==> config.mk <==
export PLATFORM = sky130hd
export DESIGN_NAME = gn3d_fade
export DESIGN_NICKNAME = d
export VERILOG_FILES = /design/src/rtl/gradient_noise_3d_top_assert.svh /design/src/rtl/gn3d_pkg.sv /design/src/rtl/gn3d_fade.sv
export SDC_FILE = /design/constraint.sdc
export NUM_CORES = 2
export LEC_CHECK = 0
export BUFFER_PORTS_ARGS = -buffer_cell sky130_fd_sc_hd__buf_2
export CAP_MARGIN = 20
export CELL_PAD_IN_SITES_DETAIL_PLACEMENT = 1
export CELL_PAD_IN_SITES_GLOBAL_PLACEMENT = 1
export CORE_ASPECT_RATIO = 0.75
export CORE_UTILIZATION = 35
export DETAILED_ROUTE_END_ITERATION = 12
export GPL_ROUTABILITY_DRIVEN = 1
export HOLD_SLACK_MARGIN = 0.03
export PLACE_DENSITY_LB_ADDON = 0.08
export SYNTH_ARGS = -nofsm -noshare
export SYNTH_HDL_FRONTEND = slang
export SYNTH_SLANG_ARGS = --single-unit
==> constraint.sdc <==
create_clock -name clk -period 29.5 [get_ports clk]
set_clock_uncertainty 0.2 [all_clocks]
set_input_delay 1.475 -clock clk [delete_from_list [all_inputs] [get_ports clk]]
set_output_delay 1.475 -clock clk [all_outputs]
set_load 0.005 [all_outputs]
==> src/rtl/gradient_noise_3d_top_assert.svh <==
// assertion macros shared by the noise pipeline
`ifndef GRADIENT_NOISE_3D_TOP_ASSERT_SVH
`define GRADIENT_NOISE_3D_TOP_ASSERT_SVH

// a held beat keeps its payload until taken
`define GN_ASSERT_HOLD(lbl, clk, rst_n, vld, rdy, dat) \
  lbl: assert property (@(posedge clk) disable iff (!rst_n) \
    (vld && !rdy) |=> (vld && $stable(dat))) else $error("stalled beat changed");

// a general implication checked after reset
`define GN_ASSERT_IMP(lbl, clk, rst_n, pre, post) \
  lbl: assert property (@(posedge clk) disable iff (!rst_n) \
    (pre) |-> (post)) else $error("implication failed");

// a next-cycle implication checked after reset
`define GN_ASSERT_NXT(lbl, clk, rst_n, pre, post) \
  lbl: assert property (@(posedge clk) disable iff (!rst_n) \
    (pre) |=> (post)) else $error("next-cycle implication failed");

`endif

==> src/rtl/gn3d_pkg.sv <==
`timescale 1ns / 1ps
package gn3d_pkg;

  localparam int CoordW = 24;
  localparam int NoiseW = 16;

  // reference permutation
  localparam logic [7:0] PERM [256] = '{
    8'd151,8'd160,8'd137,8'd91,8'd90,8'd15,8'd131,8'd13,8'd201,8'd95,8'd96,8'd53,8'd194,
    8'd233,8'd7,8'd225,8'd140,8'd36,8'd103,8'd30,8'd69,8'd142,8'd8,8'd99,8'd37,8'd240,
    8'd21,8'd10,8'd23,8'd190,8'd6,8'd148,8'd247,8'd120,8'd234,8'd75,8'd0,8'd26,8'd197,
    8'd62,8'd94,8'd252,8'd219,8'd203,8'd117,8'd35,8'd11,8'd32,8'd57,8'd177,8'd33,8'd88,
    8'd237,8'd149,8'd56,8'd87,8'd174,8'd20,8'd125,8'd136,8'd171,8'd168,8'd68,8'd175,
    8'd74,8'd165,8'd71,8'd134,8'd139,8'd48,8'd27,8'd166,8'd77,8'd146,8'd158,8'd231,
    8'd83,8'd111,8'd229,8'd122,8'd60,8'd211,8'd133,8'd230,8'd220,8'd105,8'd92,8'd41,
    8'd55,8'd46,8'd245,8'd40,8'd244,8'd102,8'd143,8'd54,8'd65,8'd25,8'd63,8'd161,8'd1,
    8'd216,8'd80,8'd73,8'd209,8'd76,8'd132,8'd187,8'd208,8'd89,8'd18,8'd169,8'd200,
    8'd196,8'd135,8'd130,8'd116,8'd188,8'd159,8'd86,8'd164,8'd100,8'd109,8'd198,8'd173,
    8'd186,8'd3,8'd64,8'd52,8'd217,8'd226,8'd250,8'd124,8'd123,8'd5,8'd202,8'd38,8'd147,
    8'd118,8'd126,8'd255,8'd82,8'd85,8'd212,8'd207,8'd206,8'd59,8'd227,8'd47,8'd16,
    8'd58,8'd17,8'd182,8'd189,8'd28,8'd42,8'd223,8'd183,8'd170,8'd213,8'd119,8'd248,
    8'd152,8'd2,8'd44,8'd154,8'd163,8'd70,8'd221,8'd153,8'd101,8'd155,8'd167,8'd43,
    8'd172,8'd9,8'd129,8'd22,8'd39,8'd253,8'd19,8'd98,8'd108,8'd110,8'd79,8'd113,
    8'd224,8'd232,8'd178,8'd185,8'd112,8'd104,8'd218,8'd246,8'd97,8'd228,8'd251,8'd34,
    8'd242,8'd193,8'd238,8'd210,8'd144,8'd12,8'd191,8'd179,8'd162,8'd241,8'd81,8'd51,
    8'd145,8'd235,8'd249,8'd14,8'd239,8'd107,8'd49,8'd192,8'd214,8'd31,8'd181,8'd199,
    8'd106,8'd157,8'd184,8'd84,8'd204,8'd176,8'd115,8'd121,8'd50,8'd45,8'd127,8'd4,
    8'd150,8'd254,8'd138,8'd236,8'd205,8'd93,8'd222,8'd114,8'd67,8'd29,8'd24,8'd72,
    8'd243,8'd141,8'd128,8'd195,8'd78,8'd66,8'd215,8'd61,8'd156,8'd180
  };

  // hash gradient selector code
  typedef logic [3:0] grad_t;

  function automatic logic [7:0] perm_lookup(input logic [7:0] idx);
    return PERM[idx];
  endfunction

endpackage

==> src/rtl/gn3d_fade.sv <==
`timescale 1ns / 1ps
// quintic fade curve, three register stages, advances on en
module gn3d_fade import gn3d_pkg::*; #(
  parameter int FracBits = 16
) (
  input  logic                clk,
  input  logic                en,
  input  logic [FracBits-1:0] t,
  output logic [FracBits+3:0] fade
);
  localparam int W = FracBits + 4;
  localparam logic [W-1:0] One = W'(1) << FracBits;

  logic [FracBits-1:0] t1_r;
  logic [W-1:0]        k_r, t2sq_r, s_r, t3_r2, fade_r;
  logic [2*W-1:0]      p_k, p_t2, p_t3, p_f;

  // stage 1: k = t*(15-6t), t^2
  assign p_k  = (2*W)'(t) * (2*W)'(W'(15) * One - W'(6) * W'(t));
  assign p_t2 = (2*W)'(t) * (2*W)'(t);
  // stage 2: s = 10-k, t^3
  assign p_t3 = (2*W)'(t2sq_r) * (2*W)'(t1_r);
  // stage 3: t^3 * s
  assign p_f  = (2*W)'(t3_r2) * (2*W)'(s_r);

  always_ff @(posedge clk) begin
    if (en) begin
      t1_r   <= t;
      k_r    <= W'(p_k >> FracBits);
      t2sq_r <= W'(p_t2 >> FracBits);
      s_r    <= W'(10) * One - k_r;
      t3_r2  <= W'(p_t3 >> FracBits);
      fade_r <= W'(p_f >> FracBits);
    end
  end

  assign fade = fade_r;
endmodule

==> flow_metrics.tcl <==
set metrics [dict create \
    hold_path_class "reg -> reg" \
    post-cts-setup-buffers 0 \
    synth_xor_area_frac 0.02760 \
    crit_top_cell "fa_1" \
    viasPerCell 4.738 \
    ctsHoldBuffers 0 \
    grt_pass1_vias 30380 \
    yosys_register_bits 108 \
    fmax_mhz 80.75 \
    syn_to_final_growth_pct 5.658 \
    cts.sinks 108 \
    antenna_found_initial 2 \
    antenna_cells 0 \
    async_flop_share 0 \
    grt_usage 0.2071 \
    crit_path_top_delay_cell "a2111oi_2" \
    synth_cells 4181 \
    avgRoutedWirePerCell_um 19.68 \
    drive_gt1_frac 0.03234 \
    cts.clk_slew.worst_paths_ps 100 \
    num_rows 105 \
    htree_levels 3 \
    synth-simple-area-share 0.1471 \
    worst-setup-path-type "in -> reg" \
    drv_slew 0 \
    rsz0062_at_grt "no" \
    clk_path_buf_depth 2 \
    hold_viol 0 \
    drt_pre_antenna_iters 5 \
    synth_edf_count 108 \
    fin_crit_ps 12380 \
    synth_top_area_cell "fa_1" \
    yosys.area.top_type_share 0.4334 \
    synth_area_leaders "fa_1, ha_1, inv_1" \
    holdPathStages 0 \
    r2r_start "t3_r2[10]$_DFFE_PP_" \
    synthMuxAreaShare 0.0008345 \
    r2r_slack_ps 21500 \
    dp_hpwl_mm 87.79 \
    synth-main-ff-cell "edfxtp_1" \
    drt_iter0_markers 1292 \
    pre_cts_slack_ps 16720 \
    synthesis.area_um2 38980 \
    worstMarginPinSlew_ps 1086 \
    required_ps 29460 \
    wirelength_mm 110.0 \
    ys_types 69 \
    grt_max_degree 60 \
    crit_end "k_r[19]$_DFFE_PP_" \
    io_pins 38 \
    setup_viol 0 \
    grt_pass1_wl_mm 179.6 \
    final_cell_mix "inv_1, fa_1, nand2_1" \
    grt_overflow 0 \
    vias 26470 \
    synth-compound-area-share 0.03534 \
    synth_nets 5523 \
    synth_top_family_by_area "adder cells" \
    cp-startpoint "t[4]" \
    startpoint_type "input port" \
    seq_area_frac_synth 0.08319 \
    postLayoutSetupSlackWorst_ps 17120 \
    crit_fanout 29 \
    gp_congestion 0.8063 \
    reg2regPathDepth 21 \
    slew_headroom 0.2757 \
    ant_nets 0 \
    die_y_um 291.0 \
    dieWidth_um 387.4 \
    ys_warn_count 0 \
    period_share 0.4198 \
    tns_ps 0 \
    critPathMaxStageDelay_ps 880 \
    cap_viol_max_count 0 \
    layout_commonest_cell "inv_1" \
    cts_tree "built" \
    cts-buffers-inserted 9 \
    end_kind "flop" \
    outcome "finished, final reports clean" \
    synth_fa_ha_area_frac 0.5875 \
    arrival_ps 12350 \
    synth.avg_cell_area_um2 9.324 \
    r2r-end "fade[18]$_DFFE_PP_" \
    drc_errors 0 \
    cts_resized 0 \
    core-area_um2 109800 \
    clock_latency_ps 420 \
    port_buffers 37 \
    initial_core_util 0.3549 \
    fin_util 0.3750 \
    nets 5480 \
    die_area_um2 112700 \
    hold_ws_ps 313.2 \
    cts_root_buf "clkbuf_16" \
]
[worst max-delay path, delay by kind of cell]
family	cells	cell delay, ps
compound gates	14	4400
fa+ha+maj	8	3920
buf+inv	7	1210
simple gates	5	1210
xor+xnor	1	80
[area by class of cell]
cell class	instances	area (µm²)
Inverter	1080	4054
Fill cell	12650	68640
Sequential cell	108	3243
Multi-Input combinational cell	2846	31160
Clock inverter	7	88.84
Tap cell	1444	1807
Clock buffer	9	225.2
Timing Repair Buffer	93	608.1
[layer usage]
metal  up-vias  routed length (µm)  GRT usage
met5         -                   0          0
met4         0                1100    0.02565
met3        59                4531    0.02818
met2       358               45110     0.3069
met1     13790               59220     0.3250
li1      12260                   -          -
[synth_stat cells, drive strengths merged (3+ instances only)]
master / count
a211o: 4
o22a: 3
a211oi: 7
nand4: 10
nor3: 27
a2111oi: 3
edfxtp: 108
o21ai: 39
or2: 4
a21oi: 68
fa: 844
o21bai: 5
nor4: 13
inv: 1078
xor2: 38
nand2: 577
nor2b: 16
and3: 12
nor2: 99
or4: 3
a21boi: 4
or3: 8
ha: 480
xnor2: 84
a31oi: 9
clkbuf: 142
buf: 5
o22ai: 5
nand2b: 17
a21o: 28
and2: 375
o21a: 14
nand3: 18
[how the worst min path moves through the flow]
stage	from	end
2_1_floorplan	k_r[0]$_DFFE_PP_	s_r[0]$_DFFE_PP_
3_3_place_gp	k_r[0]$_DFFE_PP_	s_r[0]$_DFFE_PP_
3_5_place_dp	k_r[0]$_DFFE_PP_	s_r[0]$_DFFE_PP_
4_1_cts	k_r[0]$_DFFE_PP_	s_r[0]$_DFFE_PP_
5_1_grt	k_r[0]$_DFFE_PP_	s_r[0]$_DFFE_PP_
6_report	k_r[0]$_DFFE_PP_	s_r[0]$_DFFE_PP_
[state kept, by name, indices dropped and copies added, names as in the netlist]
| register | flops |
|---|---|
| k_r | 20 |
| t3_r2 | 16 |
| t2sq_r | 16 |
| t1_r | 16 |
| fade | 20 |
| s_r | 20 |
[stage by stage]
stage | cells | instance area, µm²
2_1_floorplan | 4181 | 38980
3_3_place_gp | 5571 | 40880
3_5_place_dp | 5571 | 40880
4_1_cts | 5587 | 41190
5_1_grt | 5587 | 41190
6_report | 5587 | 41190
[cells by family after synthesis]
group | count (synthesis)
compound gates | 209
simple gates | 1187
flops | 108
mux | 3
other cells | 1
fa+ha+maj | 1324
buf+inv | 1227
xor+xnor | 122
Power is not shown: default switching activity piles up to over one toggle a cycle in this logic, so the estimate is an artifact.
