**src/rtl/gradient_noise_3d_top_assert.svh**
```systemverilog
// assertion macros shared by the noise pipeline
`ifndef GRADIENT_NOISE_3D_TOP_ASSERT_SVH
`define GRADIENT_NOISE_3D_TOP_ASSERT_SVH

// a held beat keeps its payload until taken
`define GN_ASSERT_HOLD(lbl, clk, rst_n, vld, rdy, dat) \
  lbl: assert property (@(posedge clk) disable iff (!rst_n) \
    (vld && !rdy) |=> (vld && $stable(dat))) else $error("stalled beat changed");

// a general implication checked after reset
`define GN_ASSERT_IMP(lbl, clk, rst_n, pre, post) \
  lbl: assert property (@(posedge clk) disable iff (!rst_n) \
    (pre) |-> (post)) else $error("implication failed");

// a next-cycle implication checked after reset
`define GN_ASSERT_NXT(lbl, clk, rst_n, pre, post) \
  lbl: assert property (@(posedge clk) disable iff (!rst_n) \
    (pre) |=> (post)) else $error("next-cycle implication failed");

`endif

```
**src/rtl/gn3d_pkg.sv**
```systemverilog
`timescale 1ns / 1ps
package gn3d_pkg;

  localparam int CoordW = 24;
  localparam int NoiseW = 16;

  // reference permutation
  localparam logic [7:0] PERM [256] = '{
    8'd151,8'd160,8'd137,8'd91,8'd90,8'd15,8'd131,8'd13,8'd201,8'd95,8'd96,8'd53,8'd194,
    8'd233,8'd7,8'd225,8'd140,8'd36,8'd103,8'd30,8'd69,8'd142,8'd8,8'd99,8'd37,8'd240,
    8'd21,8'd10,8'd23,8'd190,8'd6,8'd148,8'd247,8'd120,8'd234,8'd75,8'd0,8'd26,8'd197,
    8'd62,8'd94,8'd252,8'd219,8'd203,8'd117,8'd35,8'd11,8'd32,8'd57,8'd177,8'd33,8'd88,
    8'd237,8'd149,8'd56,8'd87,8'd174,8'd20,8'd125,8'd136,8'd171,8'd168,8'd68,8'd175,
    8'd74,8'd165,8'd71,8'd134,8'd139,8'd48,8'd27,8'd166,8'd77,8'd146,8'd158,8'd231,
    8'd83,8'd111,8'd229,8'd122,8'd60,8'd211,8'd133,8'd230,8'd220,8'd105,8'd92,8'd41,
    8'd55,8'd46,8'd245,8'd40,8'd244,8'd102,8'd143,8'd54,8'd65,8'd25,8'd63,8'd161,8'd1,
    8'd216,8'd80,8'd73,8'd209,8'd76,8'd132,8'd187,8'd208,8'd89,8'd18,8'd169,8'd200,
    8'd196,8'd135,8'd130,8'd116,8'd188,8'd159,8'd86,8'd164,8'd100,8'd109,8'd198,8'd173,
    8'd186,8'd3,8'd64,8'd52,8'd217,8'd226,8'd250,8'd124,8'd123,8'd5,8'd202,8'd38,8'd147,
    8'd118,8'd126,8'd255,8'd82,8'd85,8'd212,8'd207,8'd206,8'd59,8'd227,8'd47,8'd16,
    8'd58,8'd17,8'd182,8'd189,8'd28,8'd42,8'd223,8'd183,8'd170,8'd213,8'd119,8'd248,
    8'd152,8'd2,8'd44,8'd154,8'd163,8'd70,8'd221,8'd153,8'd101,8'd155,8'd167,8'd43,
    8'd172,8'd9,8'd129,8'd22,8'd39,8'd253,8'd19,8'd98,8'd108,8'd110,8'd79,8'd113,
    8'd224,8'd232,8'd178,8'd185,8'd112,8'd104,8'd218,8'd246,8'd97,8'd228,8'd251,8'd34,
    8'd242,8'd193,8'd238,8'd210,8'd144,8'd12,8'd191,8'd179,8'd162,8'd241,8'd81,8'd51,
    8'd145,8'd235,8'd249,8'd14,8'd239,8'd107,8'd49,8'd192,8'd214,8'd31,8'd181,8'd199,
    8'd106,8'd157,8'd184,8'd84,8'd204,8'd176,8'd115,8'd121,8'd50,8'd45,8'd127,8'd4,
    8'd150,8'd254,8'd138,8'd236,8'd205,8'd93,8'd222,8'd114,8'd67,8'd29,8'd24,8'd72,
    8'd243,8'd141,8'd128,8'd195,8'd78,8'd66,8'd215,8'd61,8'd156,8'd180
  };

  // hash gradient selector code
  typedef logic [3:0] grad_t;

  function automatic logic [7:0] perm_lookup(input logic [7:0] idx);
    return PERM[idx];
  endfunction

endpackage

```
**src/rtl/gn3d_lerp.sv**
```systemverilog
`timescale 1ns / 1ps
// one registered linear blend a + floor(w*(b-a)/2^F)
module gn3d_lerp import gn3d_pkg::*; #(
  parameter int FracBits = 16,
  parameter int ValW     = 20
) (
  input  logic                   clk,
  input  logic                   en,
  input  logic [FracBits+3:0]    w,
  input  logic signed [ValW-1:0] a,
  input  logic signed [ValW-1:0] b,
  output logic signed [ValW-1:0] y
);
  localparam int PW = ValW + FracBits + 6;
  logic signed [PW-1:0] prod;
  logic signed [ValW:0] diff;

  // difference one bit wider, then weight it
  assign diff = (ValW+1)'(b) - (ValW+1)'(a);
  always_comb begin
    prod = PW'(signed'({1'b0, w})) * PW'(diff);
  end

  always_ff @(posedge clk) begin
    if (en) y <= ValW'(a + ValW'(prod >>> FracBits));
  end
endmodule
```
**config.mk**
```make
export PLATFORM = sky130hd
export DESIGN_NAME = gn3d_lerp
export DESIGN_NICKNAME = d
export VERILOG_FILES = /design/src/rtl/gradient_noise_3d_top_assert.svh /design/src/rtl/gn3d_pkg.sv /design/src/rtl/gn3d_lerp.sv
export SDC_FILE = /design/constraint.sdc
export NUM_CORES = 1
export LEC_CHECK = 0
export CAP_MARGIN = 0
export CORE_MARGIN = 2
export CORE_UTILIZATION = 60
export DETAILED_ROUTE_END_ITERATION = 12
export DONT_BUFFER_PORTS = 1
export PLACE_DENSITY = 0.76
export SYNTH_ARGS = -nofsm -noshare
export SYNTH_HDL_FRONTEND = slang
export SYNTH_SLANG_ARGS = --single-unit
```
**constraint.sdc**
```tcl
create_clock -name clk -period 17.45 [get_ports clk]
set_input_delay 0.8725 -clock clk [delete_from_list [all_inputs] [get_ports clk]]
set_output_delay 0.8725 -clock clk [all_outputs]
set_load 0.02 [all_outputs]
```
==> qor.yml, run 1 <==
status: "completed"
clock.fmax_mhz: 88.8
drc: 0
cts_buffer_depth: 2
postRouteAntennaNets: 0
critPathArrivalTime_ns: 11.27
fin_crit_ns: 11.26
gp_congestion: 0.956
postCtsSetupRepairBufs: 0
largest_reg_flops: 20
fillCellCount: 2176
clockRootBuffer: "clkbuf_16"
cts_tree: "built"
path_class: "input pin to register"
cts_hold_buf: 0
grt_pass1_wl_mm: 62.3
grt_max_degree: 22
ys_seq_area_frac: 0.0392
largest_register: "y"
tightestPinTransition_ns: 1.20
slowest_delay_ns: 0.75
worstPathRequired_ns: 17.46
grt_setup_unrepaired: "no"
nets: 2247
cts_sinks: 20
num_io_pins: 82
placedCellCount: 2003
first_iter_violations: 535
drv_slew: 0
hold_end: "y[18]"
synthArstFlopShare: 0
dpl.hpwl_mm: 29.1
synth_enable_flop_cells: 20
ys_seq_elements: 20
antenna_found_initial: 0
relSlewSlack: 0.197
holdPathStages: 0
critPathMaxFanout: 11
cpMaxStageDelayCell: "xnor2_1"
htreeDepth: 1
track_usage: 0.300
syn_to_final_growth_pct: 2.37
hp-class: "input pin to register"
yosysWarnings: 0
grt_pass1_vias: 12600
period_share: 0.645
drt-total-wl_mm: 37.2
cap_viol_max_count: 0
path_clk_slew_ns: 0.06
finalHoldViolations: 0
die_h_um: 164
synthFlopType: "edfxtp_1"
diodes: 0
start_util: 0.610
start_kind: "input pin"
core_mm2: 0.0251
die-area_mm2: 0.0268
firstDrtPassIters: 6
synth.distinct_cells: 59
grt_overflow: 0
num_rows: 58
synthesis.nets: 2300
via_per_inst: 5.58
cts_resized: 0
cp_common_cell: "fa_1"
stdcell_count: 2007
utilization: 0.625
hold_start: "en"
numCtsBuffers: 3
endpoint_kind: "register"
dr_total_vias: 11200
die_width_um: 164
final_layout_size_suffix_gt1_frac: 0.0274
postSynthCellCount: 1731
top_regs: "y (20)"
setup_viol: 0
wl_per_cell_um: 18.5
register_area_um2: 601
netlist_area_mm2: 0.0153
multiInputGateArea_mm2: 0.0128
setup_tns_ns: 0
io_buffers: 0
syn_avg_cell_area_um2: 8.85
-- cells by family after synthesis --
kind of cell | share of synthesized area
flops | 0.0392
simple gates | 0.159
compound gates | 0.0604
fa+ha+maj | 0.578
buf+inv | 0.123
mux | 0.00139
xor+xnor | 0.0386
-- synthesized netlist by cell type (3+ instances only) --
cell type | instances | share of area
nand2_1 | 254 | 0.062
nor2_1 | 44 | 0.011
xnor2_1 | 41 | 0.023
a21o_1 | 21 | 0.010
a41oi_1 | 3 | 0.0017
nand3_1 | 6 | 0.0020
fa_1 | 334 | 0.44
o21ai_0 | 16 | 0.0052
o21bai_1 | 4 | 0.0020
a21oi_1 | 33 | 0.011
xor2_1 | 13 | 0.0074
inv_1 | 428 | 0.10
nor3_1 | 9 | 0.0029
buf_2 | 3 | 0.00098
o211ai_1 | 7 | 0.0034
a211oi_1 | 4 | 0.0020
nand2b_1 | 42 | 0.017
and3_1 | 4 | 0.0016
xnor2_2 | 3 | 0.0032
or2_2 | 9 | 0.0037
o21ai_1 | 3 | 0.00098
a31oi_1 | 3 | 0.0012
edfxtp_1 | 20 | 0.039
ha_1 | 173 | 0.14
clkbuf_1 | 72 | 0.018
and2_1 | 123 | 0.050
o21a_1 | 9 | 0.0044
nor2b_1 | 8 | 0.0033
o2111ai_1 | 4 | 0.0023
-- final cells by class --
class                   instances  area share
multi-input cells            1208       0.818
clock buffers                   3     0.00479
well taps                     330      0.0263
flip-flops and latches         20      0.0383
repair buffers                 17     0.00814
inverters                     428       0.102
clock inverters                 1     0.00191
-- how the worst max path moves through the flow --
stage	startpoint	slack [ns]	endpoint	depth (start not counted)
3_5_place_dp	b[0]	5.98	y[19]	42
6_report	b[0]	6.19	y[19]	40
5_1_grt	b[0]	5.51	y[19]	42
3_3_place_gp	b[0]	6.31	y[19]	40
4_1_cts	b[0]	6.25	y[19]	42
2_1_floorplan	b[0]	6.94	y[19]	43
-- through the flow --
stage | instance area [µm²] | hold slack [ns] | worst slack (ns)
floorplan | 15300 | 0.985 | 6.94
global placement | 15600 | 0.986 | 6.31
detailed placement | 15600 | 0.987 | 5.98
CTS | 15700 | 0.714 | 6.25
global route | 15700 | 0.709 | 5.51
finish | 15700 | 0.718 | 6.19
-- routing by layer --
layer	up-vias	track usage	share of wire
li1	5010	-	-
met1	5716	0.367	0.38
met2	373	0.545	0.51
met3	103	0.0396	0.060
met4	0	0.105	0.041
met5	-	0	0
-- placed cells by master (no fill, tap or decap), types with 6 or more instances in the layout --
| cell | count |
|---|---|
| inv_1 | 428 |
| fa_1 | 334 |
| nand2_1 | 254 |
| ha_1 | 173 |
| and2_1 | 123 |
| nor2_1 | 43 |
| nand2b_1 | 42 |
| xnor2_1 | 41 |
| a21oi_1 | 33 |
| a21o_1 | 21 |
| edfxtp_1 | 20 |
| buf_4 | 17 |
| o21ai_0 | 16 |
| xor2_1 | 13 |
| o21a_1 | 9 |
| nor3_1 | 9 |
| or2_2 | 9 |
| nor2b_1 | 8 |
| o211ai_1 | 7 |
| nand3_1 | 6 |
-- critical path, delay by kind of cell --
kind / cells / cell delay, ns
AOI/OAI and AO/OA: 14 / 3.05
xor gates and xnor gates: 5 / 1.71
adders and majority gates: 11 / 4.55
buffers and inverters: 5 / 0.48
and+or+nand+nor: 5 / 0.59
Power of run 1 is not shown: default switching activity piles up to over one toggle a cycle in this logic, so the estimate is an artifact.
==> run 2, diff against run 1 <==
Clock period 17.45 ns to 11.1 ns, I/O delays scaled along.
==> qor.yml, run 2 (synthesized netlist as in run 1, its figures left out) <==
final_cell_mix: "inv_1, fa_1, nand2_1"
critPathArrivalTime_ns: 10.64  # -0.63 ns
track_usage: 0.301  # +0.000864
die_width_um: 164  # unchanged
post-place-ws_ns: 0.0524  # -5.92 ns
clockRootBuffer: "clkbuf_16"
tightestPinTransition_ns: 0.958  # -0.245 ns
wl_met3_mm: 2.64  # +18%
wl_met2_mm: 19.3  # +0.74%
setup_viol: 0  # unchanged
path_class: "input pin to register"
via_per_inst: 5.62  # +0.62%
slowest_delay_ns: 0.53  # -0.22 ns
antenna_found_initial: 0  # unchanged
fillCellCount: 2158  # -0.83%
die-area_mm2: 0.0268  # unchanged
critPathMaxFanout: 5  # -6
wl_per_cell_um: 18.5  # about the same
cpMaxStageDelayCell: "fa_1"
period_share: 0.958
gp_congestion: 0.939  # -1.8%
start_kind: "input pin"
grt_setup_unrepaired: "no"
numCtsBuffers: 3  # unchanged
status: "completed"
nets: 2256  # +0.40%
cp_common_cell: "fa_1"
largest_register: "y"
endpoint_kind: "register"
drt-total-wl_mm: 37.4  # +0.44%
top_regs: "y (20)"
cts_tree: "built"
hp-class: "input pin to register"
clock.fmax_mhz: 94.0
htreeDepth: 1  # unchanged
setup_tns_ns: 0  # unchanged
diodes: 0  # unchanged
final_layout_size_suffix_gt1_frac: 0.0356  # +0.00816
grt_overflow: 0  # unchanged
dr.max_layer_used: "met4"
cts_hold_buf: 0  # unchanged
dr_total_vias: 11300  # +1.1%
start_util: 0.610  # unchanged
dpl.hpwl_mm: 30.0  # +3.2%
die_h_um: 164  # unchanged
cap_viol_max_count: 0  # unchanged
path_clk_slew_ns: 0.06  # about the same
worstPathRequired_ns: 11.11  # -6.35 ns
grt_pass1_wl_mm: 62.6  # +0.45%
num_rows: 58  # unchanged
drc: 0  # unchanged
relSlewSlack: 0.359  # +0.161
largest_reg_flops: 20  # unchanged
finalHoldViolations: 0  # unchanged
io_buffers: 0  # unchanged
core_mm2: 0.0251  # unchanged
grt_pass1_vias: 12600  # +0.33%
worst_slack_ns: 0.465  # -5.72 ns
wirelength_met1_mm: 13.9  # -3.1%
final_common_cell: "inv_1"
cts_buffer_depth: 2  # unchanged
cts_sinks: 20  # unchanged
fin_crit_ns: 10.64
syn_to_final_growth_pct: 3.20
postRouteAntennaNets: 0  # unchanged
num_io_pins: 82  # unchanged
firstDrtPassIters: 7  # +1
drv_slew: 0  # unchanged
first_iter_violations: 590  # +10%
holdWs_ns: 0.399  # -0.319 ns
grt_max_degree: 22  # unchanged
-- run 2: cell count changes in the layout (fill, tap and decap cells not counted), moves of 2 or more --
cell     delta
a21oi_1     -2
a21oi_2     +2
buf_4       +8
xnor2_1     -3
xnor2_2     +2
-- run 2: final timing paths --
path,startpoint,endpoint,cells after the start
worst max-delay path,b[0],y[19],43
worst min-delay path,en,y[17],0
-- run 2: per-stage QoR --
stage	utilization	cells	instance area (µm²)
6_report	0.630	2016	15800
5_1_grt	0.630	2016	15800
3_3_place_gp	0.623	2011	15700
2_1_floorplan	-	1731	15300
4_1_cts	0.628	2015	15800
3_5_place_dp	0.623	2011	15700
-- run 2: what timing repair did --
action	4_1_cts	5_1_grt
buffers inserted	0	1
resized for setup	0	8
endpoints found under the setup margin	0	4
-- run 2: critical path: cells and delay by family --
family	cells	cell delay [ns]
adder cells (fa/ha/maj)	11	4.76
AO/OA/AOI/OAI	15	3.10
XOR/XNOR	5	1.16
AND/OR/NAND/NOR	6	0.76
buffers and inverters	6	0.30
-- run 2: layout make-up --
class / count / area, µm² / share of cell area
well taps: 330 / 413 / 0.0261
repair buffers: 26 / 199 / 0.0126
clock buffers: 3 / 75.1 / 0.00475
inverters: 428 / 1610 / 0.102
flip-flops and latches: 20 / 601 / 0.0380
multi-input cells: 1208 / 12900 / 0.815
clock inverters: 1 / 30.0 / 0.00190
-- run 2: routing by layer --
metal | up-vias | global-route usage
li1 | 5037 | -
met5 | - | 0
met3 | 110 | 0.0520
met1 | 5740 | 0.360
met4 | 0 | 0.113
met2 | 435 | 0.544
Power of run 2 is left out for the same reason.
